## config.mk

```make
export PLATFORM = sky130hd
export DESIGN_NAME = elias_fano_encoder
export DESIGN_NICKNAME = d
export VERILOG_FILES = /design/src/hw/rtl/efe_pkg.sv /design/src/hw/rtl/efe_front.sv /design/src/hw/rtl/efe_queue.sv /design/src/hw/rtl/efe_back.sv /design/src/hw/rtl/elias_fano_encoder.sv
export SDC_FILE = /design/constraint.sdc
export NUM_CORES = 1
export LEC_CHECK = 0
export BUFFER_PORTS_ARGS = -buffer_cell sky130_fd_sc_hd__buf_2
export CORE_MARGIN = 8
export CORE_UTILIZATION = 60
export CTS_CLUSTER_DIAMETER = 50
export DETAILED_ROUTE_END_ITERATION = 12
export MAX_ROUTING_LAYER = met4
export PLACE_DENSITY = 0.89
export SLEW_MARGIN = 30
export SYNTH_ARGS = -nofsm -noshare
export SYNTH_HDL_FRONTEND = slang
export SYNTH_HIERARCHICAL = 1
export SYNTH_SLANG_ARGS = --single-unit
```

## constraint.sdc

```tcl
create_clock -name clk_i -period 15.6 [get_ports clk_i]
set_input_delay 4.68 -clock clk_i [delete_from_list [all_inputs] [get_ports clk_i]]
set_output_delay 4.68 -clock clk_i [all_outputs]
set_load 0.05 [all_outputs]
```

## src/hw/rtl/efe_pkg.sv

```systemverilog
// ----------------------------------------------------------------------------
// efe_pkg: shared types and constants of the Elias-Fano encoder
// Holds the width of the low-width register, its reset value, the depth of
// the queue between front and back end, and the output beat states.
// ----------------------------------------------------------------------------
package efe_pkg;

  localparam int unsigned CFG_W       = 5;
  localparam int unsigned CFG_RESET   = 1;
  localparam int unsigned QUEUE_DEPTH = 2;

  typedef enum logic {
    BEAT_FIRST,
    BEAT_SECOND
  } beat_e;

endpackage

```

## src/hw/rtl/efe_front.sv

```systemverilog
// ----------------------------------------------------------------------------
// efe_front: id classification and list state
// Splits each id at the low width, codes the high part against the previous
// one, packs the low bits into words and builds one queue record per id.
// ----------------------------------------------------------------------------
module efe_front #(
  parameter int unsigned ID_BITS   = 20,
  parameter int unsigned WORD_BITS = 32,
  parameter int unsigned REC_W     = 156
) (
  input  logic                      clk_i,
  input  logic                      rst_ni,
  input  logic                      cfg_wr_en_i,
  input  logic [efe_pkg::CFG_W-1:0] cfg_wr_data_i,
  input  logic                      in_valid_i,
  output logic                      in_ready_o,
  input  logic [ID_BITS-1:0]        cell_id_i,
  input  logic                      last_id_i,
  output logic                      push_o,
  input  logic                      push_ready_i,
  output logic [REC_W-1:0]          rec_o
);
  import efe_pkg::*;

  localparam int unsigned POS_W  = ID_BITS + 1;
  localparam int unsigned FILL_W = $clog2(WORD_BITS + 1);
  localparam int unsigned BUF_W  = WORD_BITS + ID_BITS;
  localparam int unsigned SUM_W  = $clog2(BUF_W + 1);
  localparam int unsigned LW_W   = $clog2(ID_BITS + 1);

  logic [CFG_W-1:0]   low_width_q;
  logic [ID_BITS-1:0] prev_high_q, prev_high_d;
  logic [POS_W-1:0]   ids_seen_q, ids_seen_d;
  logic [BUF_W-1:0]   bit_buffer_q, bit_buffer_d;
  logic [SUM_W-1:0]   buffer_fill_q, buffer_fill_d;

  logic [LW_W-1:0]    eff_width;
  logic [ID_BITS-1:0] lo, high, run;
  logic [POS_W-1:0]   pos;
  logic               order_err;
  logic [BUF_W-1:0]   combined, new_buf;
  logic [SUM_W-1:0]   fill_sum, new_fill;
  logic               full;
  logic [WORD_BITS-1:0] word1, word2;
  logic [FILL_W-1:0]  fill1, fill2;
  logic               valid1, two;

  assign in_ready_o = push_ready_i;
  assign push_o     = in_valid_i & push_ready_i;

  always_comb begin
    if (low_width_q == '0) begin
      eff_width = LW_W'(1);
    end else if (int'(low_width_q) > ID_BITS) begin
      eff_width = LW_W'(ID_BITS);
    end else begin
      eff_width = LW_W'(low_width_q);
    end
  end

  assign lo        = cell_id_i & ~({ID_BITS{1'b1}} << eff_width);
  assign high      = cell_id_i >> eff_width;
  assign order_err = high < prev_high_q;
  assign run       = high - prev_high_q;
  assign pos       = ids_seen_q + POS_W'(high);

  // buffer only holds bits below its fill, so OR-ing the new bits is safe
  assign combined = bit_buffer_q | (BUF_W'(lo) << buffer_fill_q);
  assign fill_sum = buffer_fill_q + SUM_W'(eff_width);
  assign full     = fill_sum >= SUM_W'(WORD_BITS);
  assign new_buf  = full ? (combined >> WORD_BITS) : combined;
  assign new_fill = full ? (fill_sum - SUM_W'(WORD_BITS)) : fill_sum;

  always_comb begin
    word1  = full ? combined[WORD_BITS-1:0] : '0;
    valid1 = full;
    fill1  = full ? FILL_W'(WORD_BITS) : '0;
    two    = 1'b0;
    word2  = '0;
    fill2  = '0;
    if (last_id_i && (new_fill != '0)) begin
      if (!full) begin
        word1  = new_buf[WORD_BITS-1:0];
        valid1 = 1'b1;
        fill1  = FILL_W'(new_fill);
      end else begin
        two   = 1'b1;
        word2 = new_buf[WORD_BITS-1:0];
        fill2 = FILL_W'(new_fill);
      end
    end
  end

  always_comb begin
    if (order_err) begin
      rec_o = {FILL_W'(0), WORD_BITS'(0), 1'b0, 1'b1, FILL_W'(0), 1'b0,
               WORD_BITS'(0), POS_W'(0), ID_BITS'(0), lo};
    end else begin
      rec_o = {fill2, word2, two, 1'b0, fill1, valid1, word1, pos, run, lo};
    end
  end

  always_comb begin
    prev_high_d   = prev_high_q;
    ids_seen_d    = ids_seen_q;
    bit_buffer_d  = bit_buffer_q;
    buffer_fill_d = buffer_fill_q;
    if (push_o && !order_err) begin
      if (last_id_i) begin
        prev_high_d   = '0;
        ids_seen_d    = '0;
        bit_buffer_d  = '0;
        buffer_fill_d = '0;
      end else begin
        prev_high_d   = high;
        ids_seen_d    = ids_seen_q + POS_W'(1);
        bit_buffer_d  = new_buf;
        buffer_fill_d = new_fill;
      end
    end
  end

  always_ff @(posedge clk_i or negedge rst_ni) begin
    if (!rst_ni) begin
      low_width_q   <= CFG_W'(CFG_RESET);
      prev_high_q   <= '0;
      ids_seen_q    <= '0;
      bit_buffer_q  <= '0;
      buffer_fill_q <= '0;
    end else begin
      if (cfg_wr_en_i) begin
        low_width_q <= cfg_wr_data_i;
      end
      prev_high_q   <= prev_high_d;
      ids_seen_q    <= ids_seen_d;
      bit_buffer_q  <= bit_buffer_d;
      buffer_fill_q <= buffer_fill_d;
    end
  end

endmodule

```

## src/hw/rtl/efe_queue.sv

```systemverilog
// ----------------------------------------------------------------------------
// efe_queue: record queue between front and back end
// Small FIFO of per-id records; push and pop may happen in the same cycle.
// ----------------------------------------------------------------------------
module efe_queue #(
  parameter int unsigned WIDTH = 156
) (
  input  logic             clk_i,
  input  logic             rst_ni,
  input  logic             push_i,
  output logic             push_ready_o,
  input  logic [WIDTH-1:0] push_data_i,
  output logic             pop_valid_o,
  input  logic             pop_i,
  output logic [WIDTH-1:0] pop_data_o
);
  import efe_pkg::*;

  localparam int unsigned PTR_W = (QUEUE_DEPTH > 1) ? $clog2(QUEUE_DEPTH) : 1;
  localparam int unsigned CNT_W = $clog2(QUEUE_DEPTH + 1);

  logic [WIDTH-1:0] slot_q [QUEUE_DEPTH];
  logic [PTR_W-1:0] wr_ptr_q, wr_ptr_d, rd_ptr_q, rd_ptr_d;
  logic [CNT_W-1:0] count_q, count_d;
  logic             do_push, do_pop;

  assign push_ready_o = count_q != CNT_W'(QUEUE_DEPTH);
  assign pop_valid_o  = count_q != '0;
  assign pop_data_o   = slot_q[rd_ptr_q];
  assign do_push      = push_i & push_ready_o;
  assign do_pop       = pop_i & pop_valid_o;

  always_comb begin
    wr_ptr_d = wr_ptr_q;
    rd_ptr_d = rd_ptr_q;
    count_d  = count_q;
    if (do_push) begin
      wr_ptr_d = (wr_ptr_q == PTR_W'(QUEUE_DEPTH - 1)) ? '0 : wr_ptr_q + PTR_W'(1);
    end
    if (do_pop) begin
      rd_ptr_d = (rd_ptr_q == PTR_W'(QUEUE_DEPTH - 1)) ? '0 : rd_ptr_q + PTR_W'(1);
    end
    if (do_push && !do_pop) begin
      count_d = count_q + CNT_W'(1);
    end else if (!do_push && do_pop) begin
      count_d = count_q - CNT_W'(1);
    end
  end

  always_ff @(posedge clk_i) begin
    if (do_push) begin
      slot_q[wr_ptr_q] <= push_data_i;
    end
  end

  always_ff @(posedge clk_i or negedge rst_ni) begin
    if (!rst_ni) begin
      wr_ptr_q <= '0;
      rd_ptr_q <= '0;
      count_q  <= '0;
    end else begin
      wr_ptr_q <= wr_ptr_d;
      rd_ptr_q <= rd_ptr_d;
      count_q  <= count_d;
    end
  end

endmodule

```

## src/hw/rtl/efe_back.sv

```systemverilog
// ----------------------------------------------------------------------------
// efe_back: result output stage
// Holds one record in the output register and sends it as one result, or as
// two when the id both filled a word and closed a list with bits pending.
// ----------------------------------------------------------------------------
module efe_back #(
  parameter int unsigned ID_BITS   = 20,
  parameter int unsigned WORD_BITS = 32,
  parameter int unsigned REC_W     = 156,
  parameter int unsigned OUT_W     = 104
) (
  input  logic             clk_i,
  input  logic             rst_ni,
  input  logic             rec_valid_i,
  output logic             rec_pop_o,
  input  logic [REC_W-1:0] rec_i,
  output logic             m_axis_tvalid_o,
  input  logic             m_axis_tready_i,
  output logic [OUT_W-1:0] m_axis_tdata_o,
  output logic             m_axis_tuser_o,
  output logic             m_axis_tlast_o
);
  import efe_pkg::*;

  localparam int unsigned POS_W    = ID_BITS + 1;
  localparam int unsigned FILL_W   = $clog2(WORD_BITS + 1);
  localparam int unsigned DATA_LEN = 3 * ID_BITS + 1 + WORD_BITS + 1 + FILL_W;
  localparam int unsigned ERR_B    = DATA_LEN;
  localparam int unsigned TWO_B    = DATA_LEN + 1;
  localparam int unsigned W2_LO    = DATA_LEN + 2;
  localparam int unsigned F2_LO    = W2_LO + WORD_BITS;

  logic             out_valid_q, out_valid_d;
  beat_e            beat_q, beat_d;
  logic [REC_W-1:0] rec_q;
  logic             last_beat, advance, load;
  logic [DATA_LEN-1:0] data;

  assign last_beat = (beat_q == BEAT_SECOND) || !rec_q[TWO_B];
  assign advance   = !out_valid_q || (m_axis_tready_i && last_beat);
  assign load      = advance && rec_valid_i;
  assign rec_pop_o = load;

  // next state
  always_comb begin
    beat_d      = beat_q;
    out_valid_d = out_valid_q;
    if (out_valid_q && m_axis_tready_i && !last_beat) begin
      beat_d = BEAT_SECOND;
    end else if (advance) begin
      beat_d      = BEAT_FIRST;
      out_valid_d = rec_valid_i;
    end
  end

  // outputs
  always_comb begin
    unique case (beat_q)
      BEAT_FIRST: begin
        data           = rec_q[DATA_LEN-1:0];
        m_axis_tuser_o = rec_q[ERR_B];
        m_axis_tlast_o = !rec_q[TWO_B];
      end
      BEAT_SECOND: begin
        data           = {rec_q[F2_LO +: FILL_W], 1'b1, rec_q[W2_LO +: WORD_BITS],
                          POS_W'(0), ID_BITS'(0), ID_BITS'(0)};
        m_axis_tuser_o = 1'b0;
        m_axis_tlast_o = 1'b1;
      end
      default: begin
        data           = '0;
        m_axis_tuser_o = 1'b0;
        m_axis_tlast_o = 1'b1;
      end
    endcase
  end

  assign m_axis_tvalid_o = out_valid_q;
  assign m_axis_tdata_o  = OUT_W'(data);

  always_ff @(posedge clk_i) begin
    if (load) begin
      rec_q <= rec_i;
    end
  end

  always_ff @(posedge clk_i or negedge rst_ni) begin
    if (!rst_ni) begin
      out_valid_q <= 1'b0;
      beat_q      <= BEAT_FIRST;
    end else begin
      out_valid_q <= out_valid_d;
      beat_q      <= beat_d;
    end
  end

endmodule

```

## src/hw/rtl/elias_fano_encoder.sv

```systemverilog
// ----------------------------------------------------------------------------
// elias_fano_encoder: streaming Elias-Fano encoder for ascending id lists
//
// Channel    Dir  Handshake              Payload
// s_axis     in   tvalid/tready          tdata: cell_id; tlast: last_id
// m_axis     out  tvalid/tready          tdata: see port; tuser: order_error;
//                                        tlast: last result of the id
// cfg        in   cfg_wr_en_i            cfg_wr_data_i: low_width
//
// One id is accepted per cycle while the record queue has room.
// An id that completes a word and closes a list with bits pending gives two
// results and holds the output register until both have been taken.
// A two-entry record queue parts the id front end from the output register;
// s_axis_tready drops only while that queue is full.
// Reset clears the list state and sets low_width to 1.
// ----------------------------------------------------------------------------
module elias_fano_encoder #(
  parameter int unsigned ID_BITS   = 20,
  parameter int unsigned WORD_BITS = 32,
  localparam int unsigned IN_W     = ((ID_BITS + 7) / 8) * 8,
  localparam int unsigned DATA_LEN = 3 * ID_BITS + 1 + WORD_BITS + 1 +
                                     $clog2(WORD_BITS + 1),
  localparam int unsigned OUT_W    = ((DATA_LEN + 7) / 8) * 8
) (
  input  logic                      clk_i,
  input  logic                      rst_ni,
  input  logic                      cfg_wr_en_i,
  input  logic [efe_pkg::CFG_W-1:0] cfg_wr_data_i,
  input  logic                      s_axis_tvalid,
  output logic                      s_axis_tready,
  // cell_id, zero padding
  input  logic [IN_W-1:0]           s_axis_tdata,
  input  logic                      s_axis_tlast,
  output logic                      m_axis_tvalid,
  input  logic                      m_axis_tready,
  // low_bits, high_zero_run, high_one_pos, packed_word, packed_valid,
  // packed_fill, zero padding
  output logic [OUT_W-1:0]          m_axis_tdata,
  // order_error
  output logic                      m_axis_tuser,
  output logic                      m_axis_tlast
);
  import efe_pkg::*;

  localparam int unsigned FILL_W = $clog2(WORD_BITS + 1);
  localparam int unsigned REC_W  = DATA_LEN + 2 + WORD_BITS + FILL_W;

  logic             push, push_ready, pop, pop_valid;
  logic [REC_W-1:0] push_rec, pop_rec;

  efe_front #(
    .ID_BITS   (ID_BITS),
    .WORD_BITS (WORD_BITS),
    .REC_W     (REC_W)
  ) u_front (
    .clk_i         (clk_i),
    .rst_ni        (rst_ni),
    .cfg_wr_en_i   (cfg_wr_en_i),
    .cfg_wr_data_i (cfg_wr_data_i),
    .in_valid_i    (s_axis_tvalid),
    .in_ready_o    (s_axis_tready),
    .cell_id_i     (s_axis_tdata[ID_BITS-1:0]),
    .last_id_i     (s_axis_tlast),
    .push_o        (push),
    .push_ready_i  (push_ready),
    .rec_o         (push_rec)
  );

  efe_queue #(
    .WIDTH (REC_W)
  ) u_queue (
    .clk_i        (clk_i),
    .rst_ni       (rst_ni),
    .push_i       (push),
    .push_ready_o (push_ready),
    .push_data_i  (push_rec),
    .pop_valid_o  (pop_valid),
    .pop_i        (pop),
    .pop_data_o   (pop_rec)
  );

  efe_back #(
    .ID_BITS   (ID_BITS),
    .WORD_BITS (WORD_BITS),
    .REC_W     (REC_W),
    .OUT_W     (OUT_W)
  ) u_back (
    .clk_i           (clk_i),
    .rst_ni          (rst_ni),
    .rec_valid_i     (pop_valid),
    .rec_pop_o       (pop),
    .rec_i           (pop_rec),
    .m_axis_tvalid_o (m_axis_tvalid),
    .m_axis_tready_i (m_axis_tready),
    .m_axis_tdata_o  (m_axis_tdata),
    .m_axis_tuser_o  (m_axis_tuser),
    .m_axis_tlast_o  (m_axis_tlast)
  );

endmodule

```

==> metrics list <==
- # fillers: 2986
- STA puts the critical path data arrival time at 9.69 ns.
* Share of final-layout standard cells stronger than drive strength 1: 23.21%
- Setup violations remaining at the end of the flow were counted as 0.
* Total of hold buffers inserted after clock tree synthesis: 0
* Floorplan die width: 226.0 µm
- Count of final hold-check violations: 0
- Count of cell types in the netlist: 96
* Fin Clk Skew: 0.01879 ns
* Overall die area: 51070 µm²
- In this run, the clock network consumes 19.3% of the power.
* Synth area leaders: edfxtp_1 48%, dfrtp_1 10%, mux2_4 5.2%
* Outcome: finished, final reports clean
- Tot GR Track Use: 25.57%
- Unrepaired setup endpoints after global routing: false
* Kind of critical path: input port to register
* Final clock period utilization by the worst path: 60.09%
- Floorplan core area: 43840 µm²
- Derived from the worst setup path, the maximum achievable clock frequency is 0.1067 GHz.
- The mapped netlist covers 26460 µm².
* Power Dens Cells: 231.8 nW/µm²
* Post-synthesis instance total: 2046
- Starting Density: 60.36%
- In this run the biggest area consumer among cell types represents 47.67% of the synthesized area.
- Dominant cell type by area after synthesis: edfxtp_1
- Compared with the post-synthesis result, the final layout area differs by 10.98%.
- Number of antenna violations at the first check in global routing: 4
- STA classifies the critical path startpoint as an input port.
* Number of cell rows: 77
* Logic gate share of total power: 44.9%
- After the flow finishes, the layout carries non-filler instances totaling 2793.
- The share of the Yosys chip area taken by registers is 58.07%.
* Largest net degree at the start of global routing: 77
- Via count of the first global-routing pass: 17170
- The analysis attributes to cell leakage a power of 0.01141 µW.
- Summed over all failing endpoints, the final setup total negative slack is 0 ns.
* Detailed-routing iteration count for the pre-antenna-repair pass: 6
* Pin slew with the least headroom to its limit: 1.121 ns
- Buffers inserted during clock tree synthesis total 56.
- Number of cells upsized or downsized after cts: 0
- Post-synthesis register bit count: 530
- Clock tree from TritonCTS: done
- First-pass GRT wire length: 99.04 mm
- Clk buf depth: 3
* CTS H-tree depth: 2
- Final critical path time including I/O delays and setup: 9.373 ns
* Critical Path Sink Type: register
- Switching pwr: 2823 µW
* Sum of routed wire length over all layers: 64.51 mm
- Worst supply voltage drop on vdd: 0.1485 mV
- Global routing finished with a remaining overflow of 0.
* Total via count after detailed routing: 17480
- Critical path fanouts, max: 38
* Most frequent cells after synthesis: 420 x edfxtp_1, 180 x nor2_1, 109 x dfrtp_1, 107 x a21oi_1, 102 x nand2_1
* Multi-input gate area: 10180 µm²
- In the post-synthesis netlist, the cell with the most instances is edfxtp_1.
* Hold slack final: 0.4886 ns
- Clk Latency, worst-skew pair: 0.61 ns
- Class of the tightest hold or removal check: register to register
- In the synthesized netlist the dominant register cell turns out to be edfxtp_1.
- DP Wirelength: 43.18 mm
* Die Ht: 226.0 µm
- Mean Syn Cell Area: 12.93 µm²
- After synthesis, the share of flip-flops with an asynchronous set or reset is 20.75%.
- TritonCTS Sinks: 530
- Number of nets in the finished design: 2236
- Warnings, synthesis: 6
- Buffers placed on the I/O ports in this run total 134.
- Average routed wire per standard cell: 23.10 µm
* Number of vias per cell after detailed routing: 6.259
- Total power: 6807 µW
- Net switching is 41.48% of the power.
* Global placement routability congestion: 0.9436
* Pins over their slew limit: 0
- Clock-pin slew of the registers on the worst-case setup and hold paths: 0.06 ns
- Starting DRT DRC Count: 1758
- Number of placed I/O pins: 143
- Number of flops mapped to enable cells by yosys: 420
- In the final layout, flip-flops and latches occupy 15370 µm².
- Share of the core filled with cells: 66.99%
- Postcts setup bufs: 0
- In this run, placement finished with an instance count of 2681.
- For the worst setup path, the data required time is 15.92 ns.
* Maxcap violations: 0
- Once detail routing completed, the nets flagged for antenna violations numbered 0.
- Clock tree synthesis selected as its root buffer the cell clkbuf_16.
- Internal power summed over all cells: 3984 µW
- Flop pwr share: 35.8%
* Post-route DRC: 0
- Measured against its own limit, the worst slew margin works out to 25.29%.
-- worst paths after layout --
kind,from,endpoint,slack (ns),depth (start not counted)
max,s_axis_tdata[18],u_queue/slot_q[0][103],6.23,19
min,u_queue/count_q[1],u_queue/count_q[1],0.49,1
max reg2reg,u_front/low_width_q[4],u_queue/slot_q[0][103],8.28,22
min reg2reg,u_queue/count_q[1],u_queue/count_q[1],0.49,1
max in group asynchronous,rst_ni,u_back/beat_q,10.41,2
min in group asynchronous,rst_ni,u_front/bit_buffer_q[4],4.06,1
-- cell type report --
class,count,area share [%]
well taps,592,2.522
multi-input cells,1325,34.66
clock inverters,35,1.155
diodes,4,0.03409
inverters,72,0.9204
flip-flops and latches,530,52.35
clock buffers,71,5.105
repair buffers,164,3.247
-- registers in the layout, summed over array words and instances (netlist names) --
name / flops
u_queue/slot_q: 280
u_back/rec_q: 140
u_front/bit_buffer_q: 52
u_front/ids_seen_q: 21
u_front/prev_high_q: 20
u_front/buffer_fill_q: 6
u_front/low_width_q: 5
u_queue/count_q: 2
u_back/beat_q: 1
u_back/m_axis_tvalid_o: 1
u_queue/rd_ptr_q: 1
u_queue/wr_ptr_q: 1
-- placed cells by master (no fill, tap or decap), types with 35 or more instances in the layout --
cell type,instances
dfrtp_1,107
nor3_1,37
nor2_1,176
nor2b_1,77
a21oi_1,106
inv_1,63
mux2_4,92
buf_2,133
ha_1,49
edfxtp_1,420
clkbuf_16,57
o21ai_0,69
a211oi_1,35
nand2_1,102
mux2_2,97
-- worst max-delay path, stage by stage --
cell and delay, ns:
buf_2 0.12, mux2i_1 0.55, mux2i_1 0.29, nand2b_1 0.17
a21oi_1 0.08, o21ai_1 0.26, ha_1 0.22, inv_1 0.06
fa_1 0.43, a21o_1 0.18, a21oi_1 0.29, o211ai_1 0.20
nand4_1 0.30, a211o_1 0.17, nand2_1 0.05, buf_4 0.20
inv_2 0.55, or3_2 0.67, nor2_1 0.18
-- power groups by stage --
stage	combinational, µW	clock, µW	sequential [µW]
after floorplan	2340	0	2430
after global placement	2930	0	2420
after detailed placement	3000	0	2460
after CTS	3030	1340	2440
after global routing	3240	1390	2480
final	3060	1320	2440
-- per-stage QoR --
step / worst slack (ns) / instance area (µm²)
2_1_floorplan: 4.188 / 26520
5_1_grt: 5.910 / 29360
3_5_place_dp: 5.742 / 27440
3_3_place_gp: 5.315 / 27420
6_report: 6.227 / 29360
4_1_cts: 6.396 / 29280
-- per-layer routing --
layer	up-vias	track usage [%]	routed length, µm
li1	7877	-	-
met2	800	40.73	31170
met1	8697	34.03	27030
met3	108	4.090	4793
met5	-	-	0
met4	0	7.170	1516
-- cells by family (layout without fill, tap and decap cells) --
group                    after synthesis  after routing  share of synthesized area (%)
flip-flops                           530            530                          58.07
AND/OR/NAND/NOR                      510            510                          9.155
AO/OA/AOI/OAI                        450            450                          11.83
multiplexers                         253            253                          13.08
buffers and inverters                208            342                          3.939
adder cells (fa/ha/maj)               52             52                          2.544
XOR/XNOR                              41             41                          1.357
other                                  2             23                        0.02838
Note: power is estimated with default switching activity, not from simulation.
